<file path="src/rtl/sks_pkg.sv">
package sks_pkg;

  localparam int unsigned CAPACITY_DEFAULT = 16;
  localparam int unsigned KEY_W = 32;
  localparam int unsigned COUNT_W = 5;

  typedef enum logic [1:0] {
    STATUS_DONE     = 2'd0,
    STATUS_DUP      = 2'd1,
    STATUS_NOTFOUND = 2'd2,
    STATUS_FULL     = 2'd3
  } status_t;

  typedef enum logic {
    MODE_INSERT = 1'b0,
    MODE_REMOVE = 1'b1
  } mode_t;

  typedef enum logic [2:0] {
    ST_IDLE,
    ST_SEARCH,
    ST_DECIDE,
    ST_INS_SH,
    ST_INS_WR,
    ST_REM_SH,
    ST_RESP
  } state_t;

  typedef struct packed {
    logic                    mode;
    logic signed [KEY_W-1:0] key;
  } request_t;

  typedef struct packed {
    status_t              status;
    logic [COUNT_W-1:0]   key_count;
  } result_t;

endpackage

</file>
<file path="src/rtl/sorted_key_set_insert_remove.sv">
// Channel   Ports                   Handshake
// -------   ---------------------   ---------------------------------------
// request   start, busy, cmd        taken at an edge with start high, busy low
// result    done, result            valid for one cycle while done is high
//
// The search reads one entry per cycle up to the sorted position p, n being
// the keys stored; an insert then shifts the n - p entries from p upward up,
// a remove the n - p - 1 entries above p down, one per cycle over the single
// table write port. Busy drops the cycle after the result.
// Reset empties the set at once; table contents need no clearing.
// The result receiver cannot stall; busy stays high until the result is shown.
module sorted_key_set_insert_remove #(
  parameter int unsigned CAPACITY = sks_pkg::CAPACITY_DEFAULT
) (
  input  logic              clk,
  input  logic              rst,
  input  logic              start,
  input  sks_pkg::request_t cmd,
  output logic              busy,
  output logic              done,
  output sks_pkg::result_t  result
);

  localparam int unsigned AW = $clog2(CAPACITY);
  localparam int unsigned CW = $clog2(CAPACITY + 1);

  sks_pkg::state_t  state, state_next;
  sks_pkg::request_t req;
  sks_pkg::status_t status, status_next;
  logic [CW-1:0]    cnt, cnt_next;
  logic [CW-1:0]    cur, cur_next;
  logic [CW-1:0]    pos, pos_next;
  logic             found, found_next;

  logic [sks_pkg::KEY_W-1:0] mem [CAPACITY];
  logic [sks_pkg::KEY_W-1:0] rd_data;
  logic [AW-1:0]             rd_addr;
  logic                      we;
  logic [AW-1:0]             wa;
  logic [sks_pkg::KEY_W-1:0] wd;

  logic key_less;
  logic key_eq;

  assign key_less = $signed(rd_data) < $signed(req.key);
  assign key_eq   = rd_data == req.key;

  always_ff @(posedge clk) begin
    if (we) begin
      mem[wa] <= wd;
    end
    rd_data <= mem[rd_addr];
  end

  always_ff @(posedge clk) begin
    if (rst) begin
      state <= sks_pkg::ST_IDLE;
      cnt   <= '0;
    end else begin
      state <= state_next;
      cnt   <= cnt_next;
    end
  end

  always_ff @(posedge clk) begin
    if (start && !busy) begin
      req <= cmd;
    end
    status <= status_next;
    cur    <= cur_next;
    pos    <= pos_next;
    found  <= found_next;
  end

  always_comb begin
    state_next = state;
    unique case (state)
      sks_pkg::ST_IDLE: begin
        if (start) begin
          state_next = (cnt == '0) ? sks_pkg::ST_DECIDE : sks_pkg::ST_SEARCH;
        end
      end
      sks_pkg::ST_SEARCH: begin
        if (!key_less || (cur + CW'(1) == cnt)) begin
          state_next = sks_pkg::ST_DECIDE;
        end
      end
      sks_pkg::ST_DECIDE: begin
        if (req.mode == sks_pkg::MODE_INSERT) begin
          if (found || cnt == CW'(CAPACITY)) begin
            state_next = sks_pkg::ST_RESP;
          end else if (cnt == pos) begin
            state_next = sks_pkg::ST_INS_WR;
          end else begin
            state_next = sks_pkg::ST_INS_SH;
          end
        end else begin
          if (!found || (pos + CW'(1) == cnt)) begin
            state_next = sks_pkg::ST_RESP;
          end else begin
            state_next = sks_pkg::ST_REM_SH;
          end
        end
      end
      sks_pkg::ST_INS_SH: begin
        if (cur - CW'(1) == pos) begin
          state_next = sks_pkg::ST_INS_WR;
        end
      end
      sks_pkg::ST_INS_WR: state_next = sks_pkg::ST_RESP;
      sks_pkg::ST_REM_SH: begin
        if (cur + CW'(2) == cnt) begin
          state_next = sks_pkg::ST_RESP;
        end
      end
      sks_pkg::ST_RESP: state_next = sks_pkg::ST_IDLE;
      default: state_next = sks_pkg::ST_IDLE;
    endcase
  end

  always_comb begin
    busy        = state != sks_pkg::ST_IDLE;
    done        = state == sks_pkg::ST_RESP;
    result.status    = status;
    result.key_count = sks_pkg::COUNT_W'(cnt);
    status_next = status;
    cnt_next    = cnt;
    cur_next    = cur;
    pos_next    = pos;
    found_next  = found;
    rd_addr     = AW'(cur);
    we          = 1'b0;
    wa          = AW'(cur);
    wd          = rd_data;
    unique case (state)
      sks_pkg::ST_IDLE: begin
        // prime the read of the first entry
        rd_addr    = '0;
        cur_next   = '0;
        pos_next   = '0;
        found_next = 1'b0;
      end
      sks_pkg::ST_SEARCH: begin
        if (key_less) begin
          if (cur + CW'(1) == cnt) begin
            pos_next   = cnt;
            found_next = 1'b0;
          end else begin
            cur_next = cur + CW'(1);
            rd_addr  = AW'(cur + CW'(1));
          end
        end else begin
          pos_next   = cur;
          found_next = key_eq;
        end
      end
      sks_pkg::ST_DECIDE: begin
        if (req.mode == sks_pkg::MODE_INSERT) begin
          if (found) begin
            status_next = sks_pkg::STATUS_DUP;
          end else if (cnt == CW'(CAPACITY)) begin
            status_next = sks_pkg::STATUS_FULL;
          end else if (cnt != pos) begin
            rd_addr  = AW'(cnt - CW'(1));
            cur_next = cnt;
          end
        end else begin
          if (!found) begin
            status_next = sks_pkg::STATUS_NOTFOUND;
          end else if (pos + CW'(1) == cnt) begin
            status_next = sks_pkg::STATUS_DONE;
            cnt_next    = cnt - CW'(1);
          end else begin
            rd_addr  = AW'(pos + CW'(1));
            cur_next = pos;
          end
        end
      end
      sks_pkg::ST_INS_SH: begin
        // move entry cur-1 up to cur, fetch the next one down
        we       = 1'b1;
        wa       = AW'(cur);
        wd       = rd_data;
        rd_addr  = AW'(cur - CW'(2));
        cur_next = cur - CW'(1);
      end
      sks_pkg::ST_INS_WR: begin
        we          = 1'b1;
        wa          = AW'(pos);
        wd          = req.key;
        cnt_next    = cnt + CW'(1);
        status_next = sks_pkg::STATUS_DONE;
      end
      sks_pkg::ST_REM_SH: begin
        // move entry cur+1 down to cur, fetch the next one up
        we       = 1'b1;
        wa       = AW'(cur);
        wd       = rd_data;
        rd_addr  = AW'(cur + CW'(2));
        cur_next = cur + CW'(1);
        if (cur + CW'(2) == cnt) begin
          cnt_next    = cnt - CW'(1);
          status_next = sks_pkg::STATUS_DONE;
        end
      end
      sks_pkg::ST_RESP: begin
      end
      default: begin
      end
    endcase
  end

  a_cnt_bound: assert property (@(posedge clk) disable iff (rst)
    cnt <= CW'(CAPACITY))
    else $error("key count above capacity");

  a_accept_busy: assert property (@(posedge clk) disable iff (rst)
    start && !busy |=> busy)
    else $error("accepted transaction did not raise busy");

  a_done_release: assert property (@(posedge clk) disable iff (rst)
    done |=> !busy && !done)
    else $error("result not followed by idle");

  a_full_status: assert property (@(posedge clk) disable iff (rst)
    done && result.status == sks_pkg::STATUS_FULL |-> cnt == CW'(CAPACITY))
    else $error("full reported on a table that is not full");

endmodule
</file>
<file path="config.mk">
export PLATFORM = sky130hd
export DESIGN_NAME = sorted_key_set_insert_remove
export DESIGN_NICKNAME = d
export VERILOG_FILES = /design/src/rtl/sks_pkg.sv /design/src/rtl/sorted_key_set_insert_remove.sv
export SDC_FILE = /design/constraint.sdc
export NUM_CORES = 1
export LEC_CHECK = 0
export BUFFER_PORTS_ARGS = -buffer_cell sky130_fd_sc_hd__buf_2
export CAP_MARGIN = 0
export CORE_ASPECT_RATIO = 0.8
export CORE_MARGIN = 5
export CORE_UTILIZATION = 45
export CTS_CLUSTER_SIZE = 20
export DETAILED_ROUTE_END_ITERATION = 16
export PLACE_DENSITY = 0.58
export RECOVER_POWER = 100
export SYNTH_ARGS = -nofsm -noshare
export SYNTH_HDL_FRONTEND = slang
export SYNTH_SLANG_ARGS = --single-unit
</file>
<file path="constraint.sdc">
create_clock -name clk -period 4.7 [get_ports clk]
set_input_delay 0.94 -clock clk [delete_from_list [all_inputs] [get_ports clk]]
set_output_delay 0.94 -clock clk [all_outputs]
set_load 0.01 [all_outputs]
</file>
==> reports/results.ini <==
[global_route]
grt_pass1_vias = 14397
top_usage_layer = met1
antenna_found_initial = 0
met3_usage_pct = 3.04
grt_first_pass_wirelength_um = 92200
overflow = 0
grtUsageMet2_pct = 30.1
grt_util_all_layers_pct = 19.9
grt_max_degree = 56
grt_use_met1_pct = 30.5

[floorplanning]
initial_core_util_pct = 45.7
die_width_um = 276
core_area_um2 = 55600
die_y_um = 223
dieArea_um2 = 61400
ios = 45
rows = 77

[route]
viasPerCell = 5.68
wl_per_cell_um = 23.5
finalWirelength_um = 61900
via_count = 14981
drt-pass1-iter-count = 5
drt.antenna.violating_nets = 0
drc = 0
drt_iter0_drc = 1235

[clock_tree]
clkSinkCount = 598
cts_buffers = 58
max-clock-path-buffers = 3
worstSkewPairLatency_ns = 0.62
ctsResizeCount = 0
post_cts_buffers = 0
ctsHtreeMaxLevel = 2
cts_root_buffer = clkbuf_16
cts_tree = built
cts-hold-fix-buffers = 0
path_clk_slew_ns = 0.07

[cells_and_area]
nets = 1915
multiInputGateArea_um2 = 7160
stdcell_count = 2637
syn2layout_area_growth_pct = 13.0
n_antenna_cell = 0
n_fill_cell = 4670
drive_gt1_share_pct = 14.9
register_area_um2 = 17600

[yosys]
ys_types = 73
async_flop_share_pct = 0
synth_top_flop_cell = edfxtp_1
yosysMostFrequentCell = edfxtp_1
synthTopCellsByArea = edfxtp_1 (66%), mux2i_1 (5.3%), dfxtp_1 (3.2%)
synth-edff-count = 558
synth_top_area_share_pct = 65.9
synth_nets = 1816
yosys_register_bits = 598
syn_area_um2 = 25400
synth_warnings = 0
seq_area_frac_synth_pct = 69.1
syn_inst = 1740
yosysTopAreaCell = edfxtp_1
avgSynthCellArea_um2 = 14.6
synth.top_cells.by_count = edfxtp_1 (558), nand2_1 (206), mux2i_1 (135)

[status]
status = finished with violations
violations = capacitance limit, slew limit

[sta]
setup_viol = 0
drv_slew = 98
timing.final.crit_share_pct = 95.2
layout_min_cycle_time_ns = 4.48
rsz0062_at_grt = false
hold_ws_ns = 0.489
fmax_ghz = 0.223
hold_viol = 0
worst-slew-pin-transition_ns = 1.93
tns_ns = 0
slew-limit-headroom_pct = -28.7
finClkSkew_ns = 0.0174

[setup_path]
path_class = flop to flop
cp_slowest_stage_delay_ns = 1.05
critical_path.most_common_cell = nand2_1
cp-end-kind = flop
cp_slowest_cell = nor2_1
start_kind = flop
crit_path_cell_trace = clkbuf_1 -> clkinv_1 -> nand2_1 -> nor2_1 -> nand2_1 -> o21ai_0 -> nand2_1 -> nor2_1 -> clkbuf_4
path_buf_inv = 3
critical_path_required_ns = 4.95
cp_top_family = simple AND/OR/NAND/NOR gates
crit_path_max_fanout = 23
worst_ep_arrival_time_ns = 4.73

[power_and_ir_drop]
power_leakage_nw = 10.4
finalPower_w = 0.0211
peakVddDrop_mv = 0.552
power-per-cell-area_nw_per_um2 = 734

[place]
dp.cells = 2528
post-dp-hpwl_um = 35600
numPortBuffers = 44
place_congestion = 0.905

[flow_run]
max_cap_viol_count = 6

[min_path]
hold_path_class = input port to flop

-- report_power, final --
part | internal, W | total [W] | switching, W
Sequential | 0.00731 | 0.00763 | 0.000320
Combinational | 0.00329 | 0.00869 | 0.00540
Clock | 0.00273 | 0.00475 | 0.00203
-- flip-flops by register name, indices dropped and copies added (netlist names) --
name	cells
rd_data	32
state	3
cur	5
found	1
mem	512
cnt	5
pos	5
req	33
status	2
-- cell usage in the layout (no fill, tap or decap), types with 30 or more instances in the layout --
master     Yosys  layout
o22ai_1       39      39
and2_1        45      45
a31oi_1       71      71
buf_2         30      31
mux2_2        66      66
a211oi_1      50      50
clkbuf_16      0      58
edfxtp_1     558     558
ha_1          40      40
o21ai_0       49      49
nand2_1      206     206
nor2_1        53      50
inv_1         45      45
dfxtp_1       40      40
a221o_1       34      34
mux2i_1      135     135
clkbuf_1      42      64
a21oi_1       31      30
-- path summary, 6_finish.rpt --
path                                     to  cells after the start  slack, ns     start
worst min register to register       cnt[0]                      3       0.61    cnt[0]
worst max-delay path            mem[15][18]                      9       0.22  state[1]
worst max register to register  mem[15][18]                      9       0.22  state[1]
worst min-delay path                req[28]                      1       0.49   cmd[28]
-- metal layers --
metal	up-vias	share of wire, %
li1	6870	-
met1	7638	47
met2	385	45
met3	88	5.5
met4	0	2.0
met5	-	0
-- cell type report --
cell class | count | area share (%)
Sequential cell | 598 | 61.1
Multi-Input combinational cell | 994 | 24.9
Clock buffer | 73 | 5.39
Timing Repair Buffer | 140 | 3.34
Tap cell | 750 | 3.27
Clock inverter | 35 | 1.37
Inverter | 47 | 0.614
-- per-stage QoR --
stage / utilization [%] / area [um^2] / worst slack (ns)
after detailed placement: 49.0 / 27200 / 0.173
final: 51.7 / 28700 / 0.225
after global routing: 51.7 / 28700 / 0.0252
after CTS: 52.5 / 29200 / 0.107
after floorplan: - / 25400 / 1.27
after global placement: 49.0 / 27200 / 0.301
-- kinds of logic (layout without fill, tap and decap cells) --
logic type / Yosys count / count (layout) / synth area share [%]
flip-flops: 598 / 598 / 69.1
AND/OR/NAND/NOR: 382 / 383 / 6.92
AO/OA/AOI/OAI: 334 / 334 / 9.46
multiplexers: 201 / 201 / 8.24
buffers and inverters: 149 / 295 / 3.03
adder cells (fa/ha/maj): 40 / 40 / 1.97
XOR/XNOR: 36 / 36 / 1.32
(Power assumes the default switching activity.)
